==> src/design/assert_macros.svh <==
// Concurrent assertion helpers, clocked on clk_i and switched off while rst_ni is low.
`ifndef ASSERT_MACROS_SVH
`define ASSERT_MACROS_SVH
`ifndef SYNTHESIS
`define PTS_ASSERT(name, prop, msg) \
  name: assert property (@(posedge clk_i) disable iff (!rst_ni) (prop)) else $error(msg);
`define PTS_ASSERT_NEVER(name, prop, msg) \
  name: assert property (@(posedge clk_i) disable iff (!rst_ni) !(prop)) else $error(msg);
`else
`define PTS_ASSERT(name, prop, msg)
`define PTS_ASSERT_NEVER(name, prop, msg)
`endif
`endif

==> src/design/pts_pkg.sv <==
package pts_pkg;

  localparam int MaxThreadsDef   = 16;
  localparam int PriorityBitsDef = 8;

  localparam int OpW      = 3;
  localparam int TidxW    = 4;
  localparam int PrioReqW = 8;
  localparam int TimeW    = 32;
  localparam int CurW     = 4;
  localparam int StatW    = 2;
  localparam int InDataW  = 80;
  localparam int OutDataW = 8;

  typedef enum logic [OpW-1:0] {
    OP_CREATE    = 3'd0,
    OP_BLOCK_CUR = 3'd1,
    OP_BLOCK_THR = 3'd2,
    OP_UNBLOCK   = 3'd3,
    OP_SLEEP_CUR = 3'd4,
    OP_SWITCH    = 3'd5
  } op_e;

  typedef enum logic [2:0] {
    TS_QUEUED   = 3'd0,
    TS_PAUSED   = 3'd1,
    TS_ACTIVE   = 3'd2,
    TS_WAITING  = 3'd3,
    TS_SLEEPING = 3'd4,
    TS_BLOCKED  = 3'd5
  } thr_state_e;

  typedef enum logic [StatW-1:0] {
    STAT_OK      = 2'd0,
    STAT_BAD_IDX = 2'd1,
    STAT_FULL    = 2'd2
  } status_e;

  typedef enum logic [2:0] {
    CMD_NONE,
    CMD_CREATE,
    CMD_BLOCK,
    CMD_UNBLOCK,
    CMD_SLEEP,
    CMD_WAKE,
    CMD_ACTIVATE
  } cmd_kind_e;

  // Command broadcast to every cell of the row.
  typedef struct packed {
    cmd_kind_e         kind;
    logic [TimeW-1:0]  sleep_ms;
    logic [TimeW-1:0]  now_ms;
  } cmd_t;

  // Control half of the selection word handed from cell to cell.
  typedef struct packed {
    logic       tok;
    logic       none;
    thr_state_e status;
  } scan_t;

endpackage

==> src/design/priority_thread_scheduler.sv <==
// Channel   Direction  tdata / tuser
// s_axis    in         tuser: opcode; tdata: thread_index, priority_req, sleep_ms, now_ms
// m_axis    out        tdata: current_thread, switch_request, status
//
// Every operation but a context switch has its result word loaded into the output register
// on the accepting edge. A switch first wakes sleepers, then walks the selection down the
// row through each thread cell in turn, then commits the chosen thread.
// A new word is taken while the previous result is being accepted downstream.
// Reset clears the thread count and running index; the thread table itself is not cleared.
`include "assert_macros.svh"

module priority_thread_scheduler #(
  parameter int MAX_THREADS   = pts_pkg::MaxThreadsDef,
  parameter int PRIORITY_BITS = pts_pkg::PriorityBitsDef
) (
  input  logic                         clk_i,
  input  logic                         rst_ni,
  input  logic                         s_axis_tvalid,
  output logic                         s_axis_tready,
  // [3:0] thread_index, [11:4] priority_req, [43:12] sleep_ms, [75:44] now_ms, rest zero
  input  logic [pts_pkg::InDataW-1:0]  s_axis_tdata,
  // [2:0] opcode
  input  logic [pts_pkg::OpW-1:0]      s_axis_tuser,
  output logic                         m_axis_tvalid,
  input  logic                         m_axis_tready,
  // [3:0] current_thread, [4] switch_request, [6:5] status, [7] zero
  output logic [pts_pkg::OutDataW-1:0] m_axis_tdata
);
  import pts_pkg::*;

  localparam int IDX_W = $clog2(MAX_THREADS);
  localparam int CNT_W = $clog2(MAX_THREADS + 1);
  localparam int CMP_W = (CNT_W > TidxW) ? CNT_W : TidxW;

  typedef enum logic {S_IDLE, S_SCAN} state_e;

  state_e                state_q;
  logic                  start_q;
  logic [CNT_W-1:0]      count_q, count_d;
  logic [IDX_W-1:0]      run_q;
  logic                  m_valid_q;
  logic [OutDataW-1:0]   m_data_q;

  logic [TidxW-1:0]         in_tidx;
  logic [PrioReqW-1:0]      in_prio;
  logic [TimeW-1:0]         in_sleep;
  logic [TimeW-1:0]         in_now;
  logic [PRIORITY_BITS-1:0] prio_ext;
  logic                     s_fire;
  logic                     idx_ok;
  logic                     have_cur;
  logic                     scan_done;
  logic                     go_scan;
  logic                     req;
  status_e                  stat;
  logic [IDX_W-1:0]         pick_idx;

  cmd_t                     cmd;
  logic [IDX_W-1:0]         cmd_idx;

  scan_t                    scan_w     [MAX_THREADS+1];
  logic [IDX_W-1:0]         sel_idx_w  [MAX_THREADS+1];
  logic [PRIORITY_BITS-1:0] sel_prio_w [MAX_THREADS+1];
  logic [MAX_THREADS:0]     tok_vec;

  assign in_tidx  = s_axis_tdata[3:0];
  assign in_prio  = s_axis_tdata[11:4];
  assign in_sleep = s_axis_tdata[43:12];
  assign in_now   = s_axis_tdata[75:44];
  assign prio_ext = PRIORITY_BITS'(in_prio);

  assign s_axis_tready = (state_q == S_IDLE) && (!m_valid_q || m_axis_tready);
  assign s_fire        = s_axis_tvalid && s_axis_tready;
  assign idx_ok        = CMP_W'(in_tidx) < CMP_W'(count_q);
  assign have_cur      = (count_q != '0) && (CNT_W'(run_q) < count_q);
  assign scan_done     = scan_w[MAX_THREADS].tok;
  assign pick_idx      = sel_idx_w[MAX_THREADS];

  always_comb begin
    cmd.kind     = CMD_NONE;
    cmd.sleep_ms = in_sleep;
    cmd.now_ms   = in_now;
    cmd_idx      = run_q;
    count_d      = count_q;
    req          = 1'b0;
    stat         = STAT_OK;
    go_scan      = 1'b0;
    if (s_fire) begin
      unique case (op_e'(s_axis_tuser))
        OP_CREATE: begin
          if (count_q < CNT_W'(MAX_THREADS)) begin
            cmd.kind = CMD_CREATE;
            cmd_idx  = IDX_W'(count_q);
            count_d  = count_q + CNT_W'(1);
          end else begin
            stat = STAT_FULL;
          end
        end
        OP_BLOCK_CUR: begin
          if (have_cur) begin
            cmd.kind = CMD_BLOCK;
            req      = 1'b1;
          end else begin
            stat = STAT_BAD_IDX;
          end
        end
        OP_BLOCK_THR: begin
          if (idx_ok) begin
            cmd.kind = CMD_BLOCK;
            cmd_idx  = IDX_W'(in_tidx);
          end else begin
            stat = STAT_BAD_IDX;
          end
        end
        OP_UNBLOCK: begin
          if (idx_ok) begin
            cmd.kind = CMD_UNBLOCK;
            cmd_idx  = IDX_W'(in_tidx);
            req      = 1'b1;
          end else begin
            stat = STAT_BAD_IDX;
          end
        end
        OP_SLEEP_CUR: begin
          if (have_cur) begin
            cmd.kind = CMD_SLEEP;
            req      = 1'b1;
          end else begin
            stat = STAT_BAD_IDX;
          end
        end
        OP_SWITCH: begin
          if (count_q != '0) begin
            cmd.kind = CMD_WAKE;
            go_scan  = 1'b1;
          end else begin
            stat = STAT_BAD_IDX;
          end
        end
        default: ;
      endcase
    end else if (state_q == S_SCAN && scan_done) begin
      cmd.kind = CMD_ACTIVATE;
      cmd_idx  = sel_idx_w[MAX_THREADS];
    end
  end

  always_ff @(posedge clk_i or negedge rst_ni) begin
    if (!rst_ni) begin
      state_q   <= S_IDLE;
      start_q   <= 1'b0;
      count_q   <= '0;
      run_q     <= '0;
      m_valid_q <= 1'b0;
      m_data_q  <= '0;
    end else begin
      start_q <= go_scan;
      unique case (state_q)
        S_IDLE: begin
          if (s_fire) begin
            count_q   <= count_d;
            m_valid_q <= !go_scan;
            if (go_scan) begin
              state_q <= S_SCAN;
            end else begin
              m_data_q <= {1'b0, stat, req, CurW'(run_q)};
            end
          end else if (m_axis_tready) begin
            m_valid_q <= 1'b0;
          end
        end
        S_SCAN: begin
          if (scan_done) begin
            state_q   <= S_IDLE;
            run_q     <= sel_idx_w[MAX_THREADS];
            m_valid_q <= 1'b1;
            m_data_q  <= {1'b0, STAT_OK, 1'b0, CurW'(sel_idx_w[MAX_THREADS])};
          end else if (m_axis_tready) begin
            m_valid_q <= 1'b0;
          end
        end
        default: state_q <= S_IDLE;
      endcase
    end
  end

  assign m_axis_tvalid = m_valid_q;
  assign m_axis_tdata  = m_data_q;

  // The selection word enters the first cell in the cycle after the wake-up pass.
  assign scan_w[0].tok    = start_q;
  assign scan_w[0].none   = 1'b1;
  assign scan_w[0].status = TS_QUEUED;
  assign sel_idx_w[0]     = '0;
  assign sel_prio_w[0]    = '0;
  assign tok_vec[0]       = start_q;

  for (genvar i = 0; i < MAX_THREADS; i++) begin : g_cell
    logic used;
    assign used = CNT_W'(i) < count_q;

    pts_cell #(
      .CELL_IDX (i),
      .IDX_W    (IDX_W),
      .PRIO_W   (PRIORITY_BITS)
    ) u_cell (
      .clk_i      (clk_i),
      .rst_ni     (rst_ni),
      .cmd_i      (cmd),
      .cmd_idx_i  (cmd_idx),
      .cmd_prio_i (prio_ext),
      .used_i     (used),
      .scan_i     (scan_w[i]),
      .sel_idx_i  (sel_idx_w[i]),
      .sel_prio_i (sel_prio_w[i]),
      .scan_o     (scan_w[i+1]),
      .sel_idx_o  (sel_idx_w[i+1]),
      .sel_prio_o (sel_prio_w[i+1])
    );

    assign tok_vec[i+1] = scan_w[i+1].tok;
  end

  `PTS_ASSERT(a_count_bound, count_q <= CNT_W'(MAX_THREADS), "thread count too high")
  `PTS_ASSERT(a_single_token, $onehot0(tok_vec), "several selection words in row")
  `PTS_ASSERT_NEVER(a_scan_out_busy, state_q == S_SCAN && m_valid_q, "result during scan")
  `PTS_ASSERT(a_pick_in_table, scan_done |-> (CNT_W'(pick_idx) < count_q), "pick off table")
  `PTS_ASSERT(a_run_in_table, (count_q != '0) |-> (CNT_W'(run_q) < count_q), "run off table")

endmodule

==> src/design/pts_cell.sv <==
module pts_cell #(
  parameter int CELL_IDX = 0,
  parameter int IDX_W    = 4,
  parameter int PRIO_W   = 8
) (
  input  logic              clk_i,
  input  logic              rst_ni,
  input  pts_pkg::cmd_t     cmd_i,
  input  logic [IDX_W-1:0]  cmd_idx_i,
  input  logic [PRIO_W-1:0] cmd_prio_i,
  input  logic              used_i,
  input  pts_pkg::scan_t    scan_i,
  input  logic [IDX_W-1:0]  sel_idx_i,
  input  logic [PRIO_W-1:0] sel_prio_i,
  output pts_pkg::scan_t    scan_o,
  output logic [IDX_W-1:0]  sel_idx_o,
  output logic [PRIO_W-1:0] sel_prio_o
);
  import pts_pkg::*;

  thr_state_e        st_q, st_d;
  logic [PRIO_W-1:0] prio_q, prio_d;
  logic [TimeW-1:0]  delay_q, delay_d;
  logic [TimeW-1:0]  start_q, start_d;
  logic [TimeW-1:0]  elapsed;
  logic              hit;
  logic              eligible;
  logic              take;
  logic              tok_q;
  logic              none_q;
  thr_state_e        sel_st_q;
  logic [IDX_W-1:0]  sel_idx_q;
  logic [PRIO_W-1:0] sel_prio_q;

  assign hit     = (cmd_idx_i == IDX_W'(CELL_IDX));
  assign elapsed = cmd_i.now_ms - start_q;

  always_comb begin
    st_d    = st_q;
    prio_d  = prio_q;
    delay_d = delay_q;
    start_d = start_q;
    unique case (cmd_i.kind)
      CMD_CREATE: begin
        if (hit) begin
          st_d   = TS_QUEUED;
          prio_d = cmd_prio_i;
        end
      end
      CMD_BLOCK: begin
        if (hit) st_d = TS_BLOCKED;
      end
      CMD_UNBLOCK: begin
        if (hit) st_d = TS_PAUSED;
      end
      CMD_SLEEP: begin
        if (hit) begin
          st_d    = TS_SLEEPING;
          delay_d = cmd_i.sleep_ms;
          start_d = cmd_i.now_ms;
        end
      end
      CMD_WAKE: begin
        // A sleeper whose time has run out and the running thread both end up paused.
        if (used_i) begin
          if (st_q == TS_SLEEPING && elapsed >= delay_q) begin
            st_d = TS_PAUSED;
          end else if (hit && st_q == TS_ACTIVE) begin
            st_d = TS_PAUSED;
          end
        end
      end
      CMD_ACTIVATE: begin
        if (hit) st_d = TS_ACTIVE;
      end
      default: ;
    endcase
  end

  always_ff @(posedge clk_i) begin
    st_q    <= st_d;
    prio_q  <= prio_d;
    delay_q <= delay_d;
    start_q <= start_d;
  end

  // The first cell takes the choice unconditionally; later ones only if more urgent,
  // or equally urgent and paused against a queued choice.
  assign eligible = used_i && (st_q < TS_WAITING);
  assign take     = scan_i.none ||
                    (eligible && ((prio_q < sel_prio_i) ||
                                  (prio_q == sel_prio_i && st_q == TS_PAUSED &&
                                   scan_i.status == TS_QUEUED)));

  always_ff @(posedge clk_i or negedge rst_ni) begin
    if (!rst_ni) begin
      tok_q <= 1'b0;
    end else begin
      tok_q <= scan_i.tok;
    end
  end

  always_ff @(posedge clk_i) begin
    if (scan_i.tok) begin
      none_q <= 1'b0;
      if (take) begin
        sel_st_q   <= st_q;
        sel_idx_q  <= IDX_W'(CELL_IDX);
        sel_prio_q <= prio_q;
      end else begin
        sel_st_q   <= scan_i.status;
        sel_idx_q  <= sel_idx_i;
        sel_prio_q <= sel_prio_i;
      end
    end
  end

  assign scan_o.tok    = tok_q;
  assign scan_o.none   = none_q;
  assign scan_o.status = sel_st_q;
  assign sel_idx_o     = sel_idx_q;
  assign sel_prio_o    = sel_prio_q;

endmodule
==> config.mk <==
export PLATFORM = sky130hd
export DESIGN_NAME = priority_thread_scheduler
export DESIGN_NICKNAME = d
export VERILOG_FILES = /design/src/design/pts_pkg.sv /design/src/design/priority_thread_scheduler.sv /design/src/design/pts_cell.sv
export VERILOG_INCLUDE_DIRS = /design/src /design/src/design
export SDC_FILE = /design/constraint.sdc
export NUM_CORES = 2
export LEC_CHECK = 0
export BUFFER_PORTS_ARGS = -buffer_cell sky130_fd_sc_hd__clkbuf_2
export CORE_ASPECT_RATIO = 0.9
export CORE_MARGIN = 5
export CORE_UTILIZATION = 27
export CTS_CLUSTER_DIAMETER = 30
export DETAILED_ROUTE_END_ITERATION = 12
export PLACE_DENSITY = 0.47
export SLEW_MARGIN = 10
export SYNTH_ARGS = -nofsm -noshare
export SYNTH_HDL_FRONTEND = slang
export SYNTH_SLANG_ARGS = --single-unit
==> constraint.sdc <==
create_clock -name clk_i -period 11.07 [get_ports clk_i]
set_input_delay 2.214 -clock clk_i [delete_from_list [all_inputs] [get_ports clk_i]]
set_output_delay 2.214 -clock clk_i [all_outputs]
set_load 0.005 [all_outputs]
==> impl_metrics.csv <==
group,metric,value,unit
finish,final_cell_area,107000,um2
pwr,peakVddDrop,0.175,mV
cts,clkTransAtPathRegs,0.04,ns
worst_setup_path,crit_end,"g_cell[2].u_cell.st_q[1]",
outcome,run_status,"finished, final reports clean",
logic_synthesis,syn_nets,9014,
die,die_y,551,um
cts,htreeDepth,5,
worst_setup_path,endpoint_kind,"flip-flop",
logic_synthesis,yosysTopAreaCell,"edfxtp_1",
logic_synthesis,ys.flop_type,"edfxtp_1",
routing,drc_errors,0,
routing,drt_iter0_markers,3299,
worst_setup_path,cp.required,11.56,ns
die,die_area,337000,um2
worst_setup_path,reg2reg_to,"g_cell[2].u_cell.st_q[1]",
finish,drive_gt1_share,11.3,%
routing,vias,59746,
place,detailed_place_hpwl,172000,um
finish,seq_area,43300,um2
worst_setup_path,worstPathMaxFanout,7,
die,coreArea,324000,um2
logic_synthesis,synthArstFlopShare,2.42,%
place,dpl.cell_count,12214,
worst_setup_path,rr_worst_depth,21,
pwr,powerDensity,180,nW/um2
worst_setup_path,worstReg2RegStart,"g_cell[2].u_cell.start_q[0]",
logic_synthesis,syn_avg_cell_area,11.3,um2
logic_synthesis,yosys_warnings,0,
finish,multi_input_area,39900,um2
cts,cts_buffers,367,
timing,fin_crit_sh,74.3,%
logic_synthesis,synth_edf_count,1414,
pwr,power.leakage,45.9,nW
global_route,antenna_found_initial,13,
logic_synthesis,seq_area_frac_synth,49.3,%
min_path,whs_path_depth,0,
logic_synthesis,synth_area,87900,um2
logic_synthesis,ys_top_cells_by_count,"edfxtp_1 (1414), inv_1 (1249), ha_1 (1136)",
global_route,overflow,0,
global_route,grt_pass1_vias,61207,
timing,rsz0062_at_grt,"false",
die,die_x,612,um
logic_synthesis,yosys.cell_count.top_type,"edfxtp_1",
cts,cts_tree,"done",
place,portBuffers,91,
place,routabilityCongestion,0.817,
cts,clk_latency,0.87,ns
routing,final_antenna_net_count,0,
cts,cts_buffer_depth,4,
timing,drv_slew,0,
logic_synthesis,yosysTopAreaCellShare,48.3,%
finish,nNetsFinal,9522,
timing,finalHoldViolations,0,
timing,fmax,122,MHz
logic_synthesis,syn_inst,7775,
cts,cts_setup_buffers,0,
routing,drt_wl_total,228000,um
cts,hold_buffers,0,
timing,fin_crit,8.22,ns
worst_setup_path,reg2reg_slack,4.68,ns
global_route,grt_pass1_wl,345000,um
cts,cts_root_buf,"clkbuf_16",
finish,syn2layout_area_growth,22.1,%
finish,fillers,32191,
global_route,grt_use_total,13.1,%
logic_synthesis,synth_area_leaders,"edfxtp_1 (48%), ha_1 (16%), inv_1 (5.3%)",
routing,routedWlPerCell,17.7,um
finish,fin_util,33.2,%
global_route,grt_max_degree,65,
cts,numClockSinks,1449,
die,initial_core_util,27.2,%
timing,tightest_slew,1.20,ns
flow_run,cap_violations,0,
logic_synthesis,ys_ff_latch,1449,
routing,drtPass1Iterations,7,
worst_setup_path,critPathArrivalTime,8.72,ns
die,row_count,198,
worst_setup_path,crit_start,"s_axis_tdata[44]",
timing,fin_tns_setup,0,ns
logic_synthesis,ys_types,92,
worst_setup_path,crit_type,"in -> reg",
min_path,hp-class,"reg -> reg",
timing,fin_skew,0.0939,ns
finish,final_cells,12899,
place,placed_cell_area,94400,um2
timing,setup-violations-final,0,
timing,slew_headroom,19.5,%
cts,cts_resized,0,
worst_setup_path,critPathLaunchType,"input port",
die,ios,97,
routing,routed_via_density,4.63,
[layer usage]
layer	part of all wire (%)	GRT usage (%)
met4	3.0	4.27
met1	49	18.6
met3	4.8	1.89
met2	43	20.5
met5	0	0
[through the flow]
| stage | setup WS [ns] | power, W | hold WS (ns) |
|---|---|---|---|
| after CTS | 2.71 | 0.0196 | 0.399 |
| after floorplan | 3.89 | 0.00760 | 0.400 |
| after detailed placement | 1.82 | 0.00838 | 0.407 |
| after global placement | 1.81 | 0.00835 | 0.402 |
| after global routing | 2.54 | 0.0202 | 0.394 |
| final | 2.85 | 0.0194 | 0.390 |
[layout by cell type (no fill, tap or decap), drive strengths merged, types with 37 or more instances in the layout]
| cell | Yosys | final |
|---|---|---|
| edfxtp | 1414 | 1414 |
| inv | 1250 | 1260 |
| ha | 1136 | 1136 |
| a21oi | 559 | 559 |
| clkbuf | 36 | 503 |
| nor2 | 377 | 377 |
| a21o | 366 | 366 |
| xnor2 | 338 | 338 |
| o21ai | 285 | 285 |
| nand2 | 207 | 207 |
| o21a | 154 | 154 |
| clkinv | 0 | 152 |
| mux2 | 137 | 137 |
| nand2b | 134 | 134 |
| nand4 | 121 | 121 |
| xor2 | 120 | 120 |
| nor2b | 118 | 118 |
| nand3 | 104 | 104 |
| buf | 7 | 91 |
| nor3 | 86 | 86 |
| o21bai | 79 | 79 |
| bufinv | 0 | 73 |
| a211oi | 61 | 61 |
| and2 | 56 | 56 |
| and3 | 50 | 50 |
| a31oi | 49 | 49 |
| o211ai | 43 | 43 |
| or3 | 41 | 41 |
| o31ai | 37 | 37 |
[where the power goes]
part / switching (W) / internal, W / total, W
clock: 0.00331 / 0.00777 / 0.0111
sequential: 0.0000630 / 0.00614 / 0.00620
combinational: 0.00128 / 0.000785 / 0.00207
total: 0.00466 / 0.0147 / 0.0194
[worst min path at each step]
stage	to	slack (ns)	startpoint
after floorplan	g_cell[0].u_cell.sel_prio_o[0]	0.40	g_cell[0].u_cell.prio_q[0]
after global placement	g_cell[0].u_cell.sel_prio_o[0]	0.40	g_cell[0].u_cell.prio_q[0]
after detailed placement	g_cell[0].u_cell.sel_prio_o[3]	0.41	g_cell[0].u_cell.prio_q[3]
after CTS	g_cell[0].u_cell.sel_prio_o[3]	0.40	g_cell[0].u_cell.prio_q[3]
after global routing	g_cell[0].u_cell.sel_prio_o[3]	0.39	g_cell[0].u_cell.prio_q[3]
final	g_cell[0].u_cell.sel_prio_o[3]	0.39	g_cell[0].u_cell.prio_q[3]
[worst max-delay path, cell delays in order]
cell and delay, ns:
clkbuf_2 0.09, inv_1 0.56, ha_1 0.33, inv_1 0.07, fa_1 0.39, a21oi_1 0.22
o21bai_1 0.11, a21oi_1 0.35, a31oi_1 0.25, a31oi_1 0.39, o21ai_0 0.31, and3_1 0.31
nor2_1 0.11, xnor2_1 0.08, ha_1 0.30, nand4_1 0.13, or2_2 0.34, o221ai_1 0.37
a211oi_1 0.09, o21ai_0 0.20, nand2_1 0.30, a31oi_2 0.77, a2bb2oi_1 0.40
[state kept, by name, indices dropped and copies added (netlist names)]
signal,flops
g_cell.u_cell.tok_q,16
m_axis_tdata,7
start_q,1
g_cell.u_cell.sel_idx_o,49
g_cell.u_cell.st_q,48
run_q,4
state_q,1
g_cell.u_cell.sel_st_q,45
count_q,5
g_cell.u_cell.sel_prio_o,120
g_cell.u_cell.start_q,512
m_axis_tvalid,1
g_cell.u_cell.delay_q,512
g_cell.u_cell.prio_q,128
[layout make-up]
cell class	instances	share of cell area, %
flip-flops and latches	1449	40.4
multi-input cells	5033	37.2
clock buffers	412	8.78
well taps	4300	5.01
inverters	1250	4.37
clock inverters	261	3.23
repair buffers	182	1.07
diodes	12	0.0280
[cell families after synthesis]
logic type	after synthesis	synth area share (%)
muxes	143	1.82
buffers and inverters	1293	5.53
other	1	0.00427
DFF	1449	49.3
adders and majority gates	1152	16.5
xor gates and xnor gates	458	4.56
AOI/OAI and AO/OA	1826	13.5
and+or+nand+nor	1453	8.73
No activity file was read; power rests on OpenSTA's default activity.
